## src/rtl/bmv_pkg.sv

```systemverilog
// constants, codes and types of the boxcar mean / variance filter
// no dependencies
package bmv_pkg;

  localparam int MAX_SAMPLES = 2048;
  localparam int COL_W       = $clog2(MAX_SAMPLES);
  localparam int LEN_W       = COL_W + 1;
  localparam int PIX_W       = 16;
  localparam int SUM_W       = 21;
  localparam int SQ_W        = 35;
  localparam int CNT_W       = 4;
  localparam int WSUM_W      = 24;
  localparam int WSQ_W       = 39;
  localparam int WCNT_W      = 8;
  localparam int VAR_W       = 38;
  localparam int ENTRY_W     = SUM_W + SQ_W + CNT_W;
  localparam int PROD_W      = WSQ_W + WCNT_W;
  localparam int DVD_W       = 56;
  localparam int DVS_W       = 16;
  localparam int CFG_IDX_W   = 3;
  localparam int CFG_DATA_W  = 16;

  localparam logic [CFG_IDX_W-1:0] CFG_LINE_LENGTH = 3'd0;
  localparam logic [CFG_IDX_W-1:0] CFG_HALF_WIDTH  = 3'd1;
  localparam logic [CFG_IDX_W-1:0] CFG_HALF_HEIGHT = 3'd2;
  localparam logic [CFG_IDX_W-1:0] CFG_MIN_VALID   = 3'd3;
  localparam logic [CFG_IDX_W-1:0] CFG_MAX_VALID   = 3'd4;
  localparam logic [CFG_IDX_W-1:0] CFG_MIN_PIXELS  = 3'd5;

  localparam logic signed [WSUM_W-1:0] AVG_HI = 24'sd8388352;
  localparam logic signed [WSUM_W-1:0] AVG_LO = -24'sd8388608;

  typedef enum logic [1:0] {
    OP_ADD    = 2'd0,
    OP_REMOVE = 2'd1,
    OP_QUERY  = 2'd2,
    OP_UNUSED = 2'd3
  } op_e;

  typedef struct packed {
    logic [SUM_W-1:0] sum;
    logic [SQ_W-1:0]  sq;
    logic [CNT_W-1:0] cnt;
  } entry_t;

endpackage

```

## src/rtl/bmv_div.sv

```systemverilog
// restoring divider, one quotient bit per cycle
// depends on bmv_pkg
module bmv_div import bmv_pkg::*; (
  input  logic             clk_i,
  input  logic             rst_ni,
  input  logic             start_i,
  input  logic [DVD_W-1:0] dividend_i,
  input  logic [DVS_W-1:0] divisor_i,
  output logic             done_o,
  output logic [DVD_W-1:0] quotient_o
);
  localparam int STEP_W = $clog2(DVD_W);

  logic [DVD_W-1:0]  dvd_q, dvd_d;
  logic [DVS_W-1:0]  dvs_q;
  logic [DVS_W:0]    rem_q, rem_d, trial;
  logic [STEP_W-1:0] step_q;
  logic              busy_q, done_q;
  logic              fits;

  always_comb begin
    trial = {rem_q[DVS_W-1:0], dvd_q[DVD_W-1]};
    fits  = trial >= {1'b0, dvs_q};
    rem_d = fits ? trial - {1'b0, dvs_q} : trial;
    dvd_d = {dvd_q[DVD_W-2:0], fits};
  end

  always_ff @(posedge clk_i or negedge rst_ni) begin
    if (!rst_ni) begin
      busy_q <= 1'b0;
      done_q <= 1'b0;
      step_q <= '0;
    end else begin
      done_q <= 1'b0;
      if (start_i) begin
        busy_q <= 1'b1;
        step_q <= '0;
      end else if (busy_q) begin
        step_q <= step_q + 1'b1;
        if (step_q == STEP_W'(DVD_W - 1)) begin
          busy_q <= 1'b0;
          done_q <= 1'b1;
        end
      end
    end
  end

  always_ff @(posedge clk_i) begin
    if (start_i) begin
      dvd_q <= dividend_i;
      dvs_q <= divisor_i;
      rem_q <= '0;
    end else if (busy_q) begin
      dvd_q <= dvd_d;
      rem_q <= rem_d;
    end
  end

  assign done_o     = done_q;
  assign quotient_o = dvd_q;
endmodule

```

## config.mk

```make
export PLATFORM = sky130hd
export DESIGN_NAME = bmv_div
export DESIGN_NICKNAME = d
export VERILOG_FILES = /design/src/rtl/bmv_pkg.sv /design/src/rtl/bmv_div.sv
export SDC_FILE = /design/constraint.sdc
export NUM_CORES = 1
export LEC_CHECK = 0
export ABC_AREA = 0
export BUFFER_PORTS_ARGS = -buffer_cell sky130_fd_sc_hd__buf_2
export CORE_ASPECT_RATIO = 0.7
export CORE_MARGIN = 2
export CORE_UTILIZATION = 52
export DETAILED_ROUTE_END_ITERATION = 6
export PLACE_DENSITY = 0.89
export SLEW_MARGIN = 20
export SYNTH_ARGS = -nofsm -noshare
export SYNTH_HDL_FRONTEND = slang
export SYNTH_SLANG_ARGS = --single-unit
export TNS_END_PERCENT = 5
```

## constraint.sdc

```tcl
create_clock -name clk_i -period 3.4 [get_ports clk_i]
set_input_delay 0.51 -clock clk_i [delete_from_list [all_inputs] [get_ports clk_i]]
set_output_delay 0.51 -clock clk_i [all_outputs]
set_load 0.05 [all_outputs]
```

==> out/metrics.cfg <==
[outcome]
status = finished clean

[yosys]
syn_nets = 489
synth_area_leaders = edfxtp_1 (44%), mux2_2 (13%), dfxtp_1 (6.5%), ha_1 (4.3%), dfrtp_1 (4.1%)
yosys_warnings = 0
syn_avg_cell_area_um2 = 12.5
ys.flop_type = edfxtp_1
synth.largest_area_cell = edfxtp_1
synth_top_area_share_pct = 43.8
synthMostInstantiatedCell = edfxtp_1
synth_area_um2 = 4940
yosys.area_share.simple_pct = 10.0
ys_ff_latch = 96
synthMuxAreaShare_pct = 13.1
synth-compound-area-share_pct = 12.0
seq_area_frac_synth_pct = 54.3
syn_inst = 396
synth_common_cells = edfxtp_1 (72), mux2_2 (55), nand2_1 (25)
synth_edf_count = 72
synth_top_family_by_area = multiplexers
synthDistinctLibCells = 66
synthArstFlopShare_pct = 8.33
synth_fa_ha_area_share_pct = 4.71
synth-xor-area-share_pct = 1.95

[flow_run]
maxCapViolCount = 0

[pwr]
power.density_nw_per_um2 = 504
clkPwrFrac_pct = 33.4
p_int_uw = 2130
power_frac_comb_pct = 19.9
p_leak_uw = 0.00263
power_frac_seq_pct = 46.7
p_total_uw = 3020
power.switching_uw = 899
power.share.switching_pct = 29.7
ir_worst_vdd_mv = 0.351

[grt]
grtUsageMet2_pct = 36.1
grt_util_all_layers_pct = 21.7
grt_overflow = 0
use_met1_pct = 28.0
busiest_layer = met2
antenna_found_initial = 0
grt_max_degree = 61
first_global_vias = 3709
grt_pass1_wl_um = 17600
gr-usage-met3_pct = 4.85

[clocking]
cts_tree = built
cts_buffer_depth = 2
ctsRootBufferMaster = clkbuf_16
post_cts_buffers = 0
clkLatencyLatePin_ps = 340
clk_pin_slew_ps = 70
cts.repair.resized = 0
htree_levels = 3
hold_buffers = 0
clock_sinks = 96
numCtsBuffers = 9

[sta]
worstMarginPinSlew_ps = 597
min_period_ps = 2920
setup_viol = 0
slew_headroom_pct = 60.0
fin_skew_ps = 6.48
rsz0062_at_grt = false
final.setup.tns_ps = 0
maxSlewViolCount = 0
fmax_ghz = 0.343
fin_crit_sh_pct = 85.8
hold_viol_final = 0

[route]
drt_iter0_drc = 312
drc = 0
num_vias = 3695
ant_nets = 0
via_per_inst = 5.66
firstDrtPassIters = 5
drt-wirelength-per-cell_um = 17.1
wirelength_um = 11200

[hold_path]
holdCritPathClass = in -> async

[finish]
drive_gt1_share_pct = 42.0
fin_util_pct = 65.7
layout.area.seq_um2 = 2680
fin_cells = 653
n_antenna_cell = 0
area_delta_synth_final_pct = 21.6
multiInputGateArea_um2 = 2060
n_fill_cell = 675
fin_nets = 617

[setup_path]
cp-end-kind = flop
arrival_ps = 3140
critical_path_class = reg -> reg
critPathMaxFanout = 12
startpoint_type = flop
worstPathRequired_ps = 3620

[floorplan]
design.core.area_um2 = 9140
ios = 132
rows = 29
die_area_um2 = 10300
fp.dieH_um = 85.5
initial_core_util_pct = 54.0
fp.dieW_um = 120

[placed_design]
place_inst = 637
port-buffer-count = 131
hpwl_um = 8000
gp_congestion = 0.946

[per-stage QoR]
stage / cell area, µm² / worst slack, ps / hold WS (ps)
2_1_floorplan: 4940 / 428 / 214
3_3_place_gp: 5710 / 628 / 362
3_5_place_dp: 5710 / 529 / 369
4_1_cts: 6010 / 518 / 5.59
5_1_grt: 6010 / 347 / 14.6
6_report: 6010 / 483 / 12.4
[path summary, 6_finish.rpt]
kind,from,endpoint,slack (ps),cells past startpoint
worst max-delay path,dvs_q[9]$_DFFE_PP_,rem_q[14]$_SDFFE_PP0P_,480,9
min in group clk_i,divisor_i[13],dvs_q[13]$_DFFE_PP_,340,1
worst min register to register,rem_q[7]$_SDFFE_PP0P_,rem_q[7]$_SDFFE_PP0P_,510,2
worst min-delay path,rst_ni,step_q[2]$_DFFE_PN0P_,10,1
worst max register to register,dvs_q[9]$_DFFE_PP_,rem_q[14]$_SDFFE_PP0P_,480,9
max in group asynchronous,rst_ni,done_o$_DFF_PN0_,3200,1
[cell type report]
type,count,share of cell area [%]
inverters,22,1.38
clock inverters,7,1.15
repair buffers,137,12.1
clock buffers,9,3.75
well taps,124,2.58
flip-flops and latches,96,44.7
multi-input cells,258,34.4
[cells in the final DEF, fill, tap and decap left out, drive strengths merged, types with 3 or more instances in the layout]
master	netlist	layout
nand4	4	4
buf	7	137
and3	3	3
o311ai	5	5
o31ai	3	3
nand2	27	27
a21oi	17	17
clkbuf	13	9
and2	4	4
nor3b	5	5
nand3	5	5
mux2	55	55
o21a	6	6
dfrtp	8	8
xor2	5	5
clkinv	1	5
ha	17	17
inv	21	23
a311oi	8	8
xnor2	6	6
nor2b	3	3
o21ai	11	11
a21o	5	5
o211ai	3	3
nand3b	3	3
mux2i	3	3
nor3	4	4
nor2	24	24
edfxtp	72	72
dfxtp	16	16
[registers in the layout, indices dropped and copies added, names as in the netlist]
| register | count |
|---|---|
| busy_q | 1 |
| done_o | 1 |
| dvs_q | 16 |
| quotient_o | 56 |
| rem_q | 16 |
| step_q | 6 |
[worst max-delay path: stages (launching register included)]
cell	delay (ps)
edfxtp_1	320
inv_1	40
ha_1	480
nand4_2	160
or3_4	420
o211ai_2	220
o31a_1	510
buf_4	260
nor3_1	70
a311o_1	330
[cells by family after synthesis]
kind of cell	Yosys count
simple gates	95
mux	58
flops	96
buf+inv	42
fa+ha+maj	18
xor+xnor	11
compound gates	76
[routing by layer]
metal / share of wire, % / wire, µm / vias up
li1: - / - / 1752
met1: 42 / 4720 / 1772
met2: 49 / 5520 / 148
met3: 6.2 / 690 / 23
met4: 2.2 / 242 / 0
met5: 0 / 0 / -
[power groups by stage]
| stage | Clock, µW | Sequential (µW) | Combinational, µW |
|---|---|---|---|
| floorplan | 0 | 1680 | 192 |
| global placement | 0 | 1430 | 585 |
| detailed placement | 0 | 1440 | 599 |
| CTS | 1020 | 1410 | 602 |
| global route | 1070 | 1420 | 636 |
| finish | 1010 | 1410 | 602 |
Power figures use the tool's default switching activity.
