**src/rtl/bmv_ram.sv**
```systemverilog
// generic single-port-write, single-port-read ram with registered read
// no dependencies
module bmv_ram #(
  parameter int Width = 8,
  parameter int Depth = 16
) (
  input  logic                     clk_i,
  input  logic                     we_i,
  input  logic [$clog2(Depth)-1:0] waddr_i,
  input  logic [Width-1:0]         wdata_i,
  input  logic                     re_i,
  input  logic [$clog2(Depth)-1:0] raddr_i,
  output logic [Width-1:0]         rdata_o
);
  logic [Width-1:0] mem [Depth];

  always_ff @(posedge clk_i) begin
    if (we_i) begin
      mem[waddr_i] <= wdata_i;
    end
    if (re_i) begin
      rdata_o <= mem[raddr_i];
    end
  end
endmodule

```
**config.mk**
```make
export PLATFORM = sky130hd
export DESIGN_NAME = bmv_ram
export DESIGN_NICKNAME = d
export VERILOG_FILES = /design/src/rtl/bmv_ram.sv
export SDC_FILE = /design/constraint.sdc
export NUM_CORES = 1
export LEC_CHECK = 0
export BUFFER_PORTS_ARGS = -buffer_cell sky130_fd_sc_hd__buf_2
export CELL_PAD_IN_SITES_DETAIL_PLACEMENT = 0
export CELL_PAD_IN_SITES_GLOBAL_PLACEMENT = 2
export CORE_UTILIZATION = 43
export CTS_CLUSTER_SIZE = 20
export DETAILED_ROUTE_END_ITERATION = 10
export PLACE_DENSITY_LB_ADDON = 0.1
export SLEW_MARGIN = 20
export SYNTH_ARGS = -nofsm -noshare
export SYNTH_HDL_FRONTEND = slang
export SYNTH_SLANG_ARGS = --single-unit
```
**constraint.sdc**
```tcl
create_clock -name clk_i -period 1.6 [get_ports clk_i]
set_input_delay 0.24 -clock clk_i [delete_from_list [all_inputs] [get_ports clk_i]]
set_output_delay 0.24 -clock clk_i [all_outputs]
set_load 0.02 [all_outputs]
```
==> results of run 1 <==
## cell usage in the layout (no fill, tap or decap)
| cell | instances |
|---|---|
| a22oi_1 | 16 |
| and2b_1 | 1 |
| nand3b_1 | 2 |
| nor3_2 | 1 |
| and2_1 | 1 |
| nand3_1 | 1 |
| nor3_1 | 3 |
| clkinv_1 | 3 |
| buf_4 | 19 |
| edfxtp_1 | 136 |
| clkinv_4 | 4 |
| mux4_2 | 18 |
| nand2b_1 | 2 |
| nor2b_1 | 1 |
| buf_12 | 3 |
| mux4_1 | 14 |
| bufinv_16 | 2 |
| clkbuf_1 | 1 |
| buf_2 | 26 |
| clkinvlp_4 | 1 |
| clkbuf_16 | 17 |
| nor2_1 | 13 |
| nand2_1 | 9 |
| or3b_2 | 1 |
| clkinv_2 | 4 |
## power breakdown
group	internal [mW]	leakage (nW)	switching, mW
combinational	0.165	0.603	0.226
clock	2.27	0.276	1.37
sequential	4.02	1.24	0.0197
total	6.45	2.12	1.62
## registers in the layout (all words and copies together), names as in the netlist
signal / flops
rdata_o: 8
mem: 128
## synthesized netlist by cell type (all sizes together)
library cell / number / area (µm²)
edfxtp: 136 / 4084
mux4: 32 / 773.2
a22oi: 16 / 120.1
nor2: 13 / 48.80
nand2: 9 / 33.78
buf: 7 / 56.30
nor3: 4 / 20.02
clkdlybuf4s25: 3 / 30.03
nand2b: 2 / 12.51
nand3b: 2 / 15.01
and2: 1 / 6.260
and2b: 1 / 7.510
nand3: 1 / 5.000
nor2b: 1 / 6.260
or3b: 1 / 8.760
## metrics by stage
step | power [mW] | hold slack (ns) | setup WS, ns | instance area [µm²] | TNS [ns]
finish | 8.068 | 0.2185 | 0.1267 | 6221 | 0
detailed placement | 4.510 | 0.6316 | -0.2056 | 5658 | -1.278
global placement | 4.504 | 0.6311 | -0.1997 | 5658 | -1.211
CTS | 8.148 | 0.2027 | 0.1015 | 6221 | 0
global route | 8.340 | 0.2052 | 0.06206 | 6221 | 0
floorplan | 4.329 | 0.3389 | 0.07759 | 5233 | 0
## worst reg2reg max path: stages (launching register included)
cell and delay (ns):
edfxtp_1 0.35, mux4_1 0.50, a22oi_1 0.28, nand2_1 0.08
## routing by layer
| layer | routed length (µm) | global-route usage | up-vias |
|---|---|---|---|
| li1 | - | - | 1096 |
| met1 | 4428 | 0.2174 | 1300 |
| met2 | 4923 | 0.2799 | 45 |
| met3 | 275 | 0.04806 | 6 |
| met4 | 76 | 0.06133 | 0 |
| met5 | 0 | 0 | - |
## final timing paths
kind | depth (start not counted) | slack (ns) | end | from
max reg2reg | 3 | 0.13 | rdata_o[1]$_DFFE_PP_ | mem[1][1]$_DFFE_PP_
min reg2reg | 3 | 0.76 | rdata_o[6]$_DFFE_PP_ | mem[6][6]$_DFFE_PP_
min | 1 | 0.22 | mem[6][0]$_DFFE_PP_ | wdata_i[0]
max | 3 | 0.13 | rdata_o[1]$_DFFE_PP_ | mem[1][1]$_DFFE_PP_
## area by class of cell
type	count	area share
clock buffer	18	0.06899
multi-input combinational	83	0.1708
sequential	136	0.6565
timing repair buffer	48	0.05350
clock inverter	14	0.02152
tap	143	0.02876
## logic make-up after synthesis
kind of cell | synth area share
AO/OA/AOI/OAI | 0.02298
buffers and inverters | 0.01651
flip-flops | 0.7812
multiplexers | 0.1479
AND/OR/NAND/NOR | 0.03136
==> flow_summary_export.csv, run 1 <==
group,metric,value,unit
placement,gpl.final_weighted_congestion,0.6738,
global_routing,antenna_violations_before_repair,0,
layout,drive_above_1_share,0.3211,
setup_path,setup_crit_start_kind,"register",
layout,net_count_reported_at_finish,305,
floorplanning,starting_density_of_the_core,0.4501,
setup_path,worst_ep_arrival_time,1.62,ns
setup_path,crit_required,1.75,ns
clocking,clock_sinks,136,
placement,post-place-cells,410,
global_routing,grt_start_max_net_pins,24,
layout,final-instance-count-excl-fill,442,
setup_path,critPathSlowestCell,"mux4_1",
routing,route.final.wire_length,9.704,mm
layout,multi_input_area,1062,µm²
global_routing,vias_in_the_first_global_route,2560,
status,failing_checks,"DRC",
placement,place.detailed.hpwl,6.407,mm
routing,antenna_violating_nets_post_route,0,
setup_path,crit_chain,"mux4_1 -> a22oi_1 -> nand2_1",
layout,finish.utilization,0.5357,
sta,slew-limit-headroom,0.5181,
placement,port_buffers,26,
status,outcome,"finished, violations left",
sta,rsz_0062_raised_after_global_routing,"false",
clocking,tritoncts,"yes",
power,pwr_dens,1297,nW/µm²
clocking,root_buffer,"clkbuf_16",
routing,drt-vias-per-instance,5.536,
worst_hold_path,min-delay-path-class,"input port to register",
global_routing,grt.overflow.total,0,
synthesis,post_synth_num_cell_types,18,
clocking,worst_setup_hold_path_clk_slew,0.06,ns
setup_path,crit_end_category,"register",
clocking,numCtsBuffers,17,
routing,drt-initial-drc-count,129,
sta,period_minus_slack,1.473,ns
synthesis,synth.net_count,248,
clocking,max-clock-path-buffers,2,
sta,fmax,0.6787,GHz
setup_path,path_delay_family,"multiplexers",
layout,antenna_diodes,0,
setup_path,worst-path-buf-inv,0,
global_routing,wire_length_of_the_first_global_routing_pass,14.84,mm
routing,drt_pass1_iterations,7,
layout,layout.filler_cells,923,
floorplanning,die_extent_in_x,112.3,µm
routing,drt_drc_violations_left,3,
floorplanning,num_rows,39,
floorplanning,core,11610,µm²
synthesis,synth_cells,229,
routing,wl_per_cell,21.95,µm
power,power.ir.vdd_worst,685.9,µV
setup_path,max_stage_delay,0.50,ns
synthesis,synth_area,5228,µm²
clocking,cts_hold_buf,0,
synthesis,synth.yosys.seq_area_share,0.7812,
global_routing,global_route.usage.total,0.1700,
layout,layout.area.seq,4084,µm²
sta,maxSlewViolCount,0,
sta,timing.final.hold_violations,0,
sta,setup_viol,0,
synthesis,synth.ff_latch_count,136,
routing,vias,2447,
sta,final_min_period_over_clock_period,0.9208,
layout,layout-area-overhead-vs-synth,19.00,%
clocking,buffer_count_from_post_cts_setup_fixing,0,
synthesis,yosys_warnings,0,
clocking,htree_num_levels,4,
clocking,clock_insertion_delay_at_the_later_pin_of_the_skew_report,0.41,ns
floorplanning,floorplan.die.height,112.3,µm
clocking,cts.repair.resized,0,
synthesis,mean_instance_size_in_the_synthesized_netlist,22.83,µm²
setup_path,crit_fanout,1,
sta,tightest_slew,0.7214,ns
setup_path,path_class,"register to register",
floorplanning,pin_count,27,
sta,finalClockSkew,0.008152,ns
floorplanning,die_area,12600,µm²
job,max_cap_violations,0,
power,leakagePower,2.115,nW
Power figures use the tool's default switching activity.
==> inputs of run 2 (changes only) <==
Settings changed: CORE_MARGIN from default to 2, GPL_TIMING_DRIVEN from default to 0.
==> flow_summary_export.csv, run 2 (synthesis results as in run 1) <==
group,metric,value,unit
routing,route.final.wire_length,9.773,mm
floorplanning,num_rows,40,
power,report.power.total,7.628,mW
placement,place.detailed.hpwl,6.306,mm
global_routing,top_usage_layer,"met2",
layout,layout-area-overhead-vs-synth,15.65,%
setup_path,crit_required,1.74,ns
layout,final-instance-count-excl-fill,431,
global_routing,vias_in_the_first_global_route,2332,
routing,wl_per_cell,22.68,µm
floorplanning,pin_count,27,
status,outcome,"complete, no violations",
clocking,clock_insertion_delay_at_the_later_pin_of_the_skew_report,0.41,ns
layout,largest_registers,"mem (128), rdata_o (8)",
sta,fmax,0.6570,GHz
sta,fin_setup_tns,0,ns
routing,drt_drc_violations_left,0,
clocking,worst_setup_hold_path_clk_slew,0.05,ns
setup_path,path_class,"register to register",
floorplanning,core,11960,µm²
setup_path,setup_crit_start_kind,"register",
layout,regMostFlops,"mem",
global_routing,global_route.usage.met1,0.2359,
floorplanning,die_extent_in_x,114.3,µm
sta,slew-limit-headroom,0.4641,
global_routing,globalRouteMet3Util,0.04341,
power,leakagePower,1.996,nW
clocking,root_buffer,"clkbuf_16",
global_routing,global_route.usage.total,0.1672,
clocking,tritoncts,"yes",
global_routing,wire_length_of_the_first_global_routing_pass,14.52,mm
sta,rsz_0062_raised_after_global_routing,"false",
floorplanning,starting_density_of_the_core,0.4370,
placement,post-place-cells,401,
sta,timing.final.hold_violations,0,
layout,net_count_reported_at_finish,292,
setup_path,regToRegSetupSlack,0.08,ns
sta,fin_worst_hold_slack,0.1707,ns
placement,port_buffers,25,
global_routing,grt.overflow.total,0,
global_routing,grt_start_max_net_pins,17,
routing,drt_pass1_iterations,4,
placement,gpl.final_weighted_congestion,0.7101,
layout,drive_above_1_share,0.2852,
global_routing,use_met2,0.2429,
routing,drt-initial-drc-count,93,
setup_path,crit_fanout,1,
clocking,numCtsBuffers,17,
layout,mostFrequentLayoutCell,"edfxtp_1",
sta,finalClockSkew,0.007296,ns
routing,antenna_violating_nets_post_route,0,
placement,place_worst_setup_slack,-0.3860,ns
sta,tightest_slew,0.8009,ns
sta,timing.final.ws_setup,0.07794,ns
sta,period_minus_slack,1.522,ns
routing,vias,2330,
sta,setup_viol,0,
floorplanning,die_area,13060,µm²
clocking,max-clock-path-buffers,2,
layout,final_cell_mix,"edfxtp_1, buf_2, mux4_2, clkbuf_16",
floorplanning,floorplan.die.height,114.3,µm
layout,largest_register_ffs,128,
power,power.ir.vdd_worst,700.6,µV
global_routing,antenna_violations_before_repair,0,
clocking,htree_num_levels,4,
job,max_cap_violations,0,
sta,maxSlewViolCount,0,
power,pwr_dens,1262,nW/µm²
setup_path,crit_end_category,"register",
worst_hold_path,min-delay-path-class,"input port to register",
routing,drt-vias-per-instance,5.406,
sta,final_min_period_over_clock_period,0.9513,
clocking,clock_sinks,136,
clocking,buffer_count_from_post_cts_setup_fixing,0,
setup_path,worst_ep_arrival_time,1.66,ns
layout,antenna_diodes,0,
run 2: layer usage:
| metal | vias up | share of wire |
|---|---|---|
| li1 | 1065 | - |
| met1 | 1191 | 0.47 |
| met2 | 57 | 0.47 |
| met3 | 17 | 0.032 |
| met4 | 0 | 0.029 |
| met5 | - | 0 |
run 2: worst paths after layout:
check | from | to | depth (start not counted)
setup / recovery | mem[15][7]$_DFFE_PP_ | rdata_o[7]$_DFFE_PP_ | 3
hold reg to reg | mem[11][2]$_DFFE_PP_ | rdata_o[2]$_DFFE_PP_ | 3
setup reg to reg | mem[15][7]$_DFFE_PP_ | rdata_o[7]$_DFFE_PP_ | 3
hold / removal | re_i | rdata_o[5]$_DFFE_PP_ | 1
run 2: report_power, final:
| group | internal [mW] | switching [mW] | total, mW |
|---|---|---|---|
| clock network | 1.93 | 1.27 | 3.19 |
| logic | 0.157 | 0.244 | 0.400 |
| registers | 4.02 | 0.0149 | 4.03 |
run 2: worst max-delay path, cell delays in order (launching register included):
cell and delay, ns:
edfxtp_1 0.35, mux4_2 0.50, a22oi_1 0.28, nand2_1 0.12
run 2: cell type report:
type / instances / area [µm²]
well taps: 147 / 183.9
multi-input cells: 83 / 1087
clock inverters: 7 / 31.28
repair buffers: 25 / 125.1
clock buffers: 23 / 447.9
flip-flops and latches: 136 / 4084
fillers: 950 / 5916
plain buffers: 10 / 86.33
run 2: what timing repair did:
item,4_1_cts,5_1_grt
hold buffers,0,0
setup endpoints to repair,0,2
resized for setup,0,2
run 2: per-stage QoR:
step	util	instance area [µm²]
floorplan	-	5233
global placement	0.4633	5542
detailed placement	0.4645	5557
CTS	0.5046	6036
global route	0.5054	6046
finish	0.5054	6046
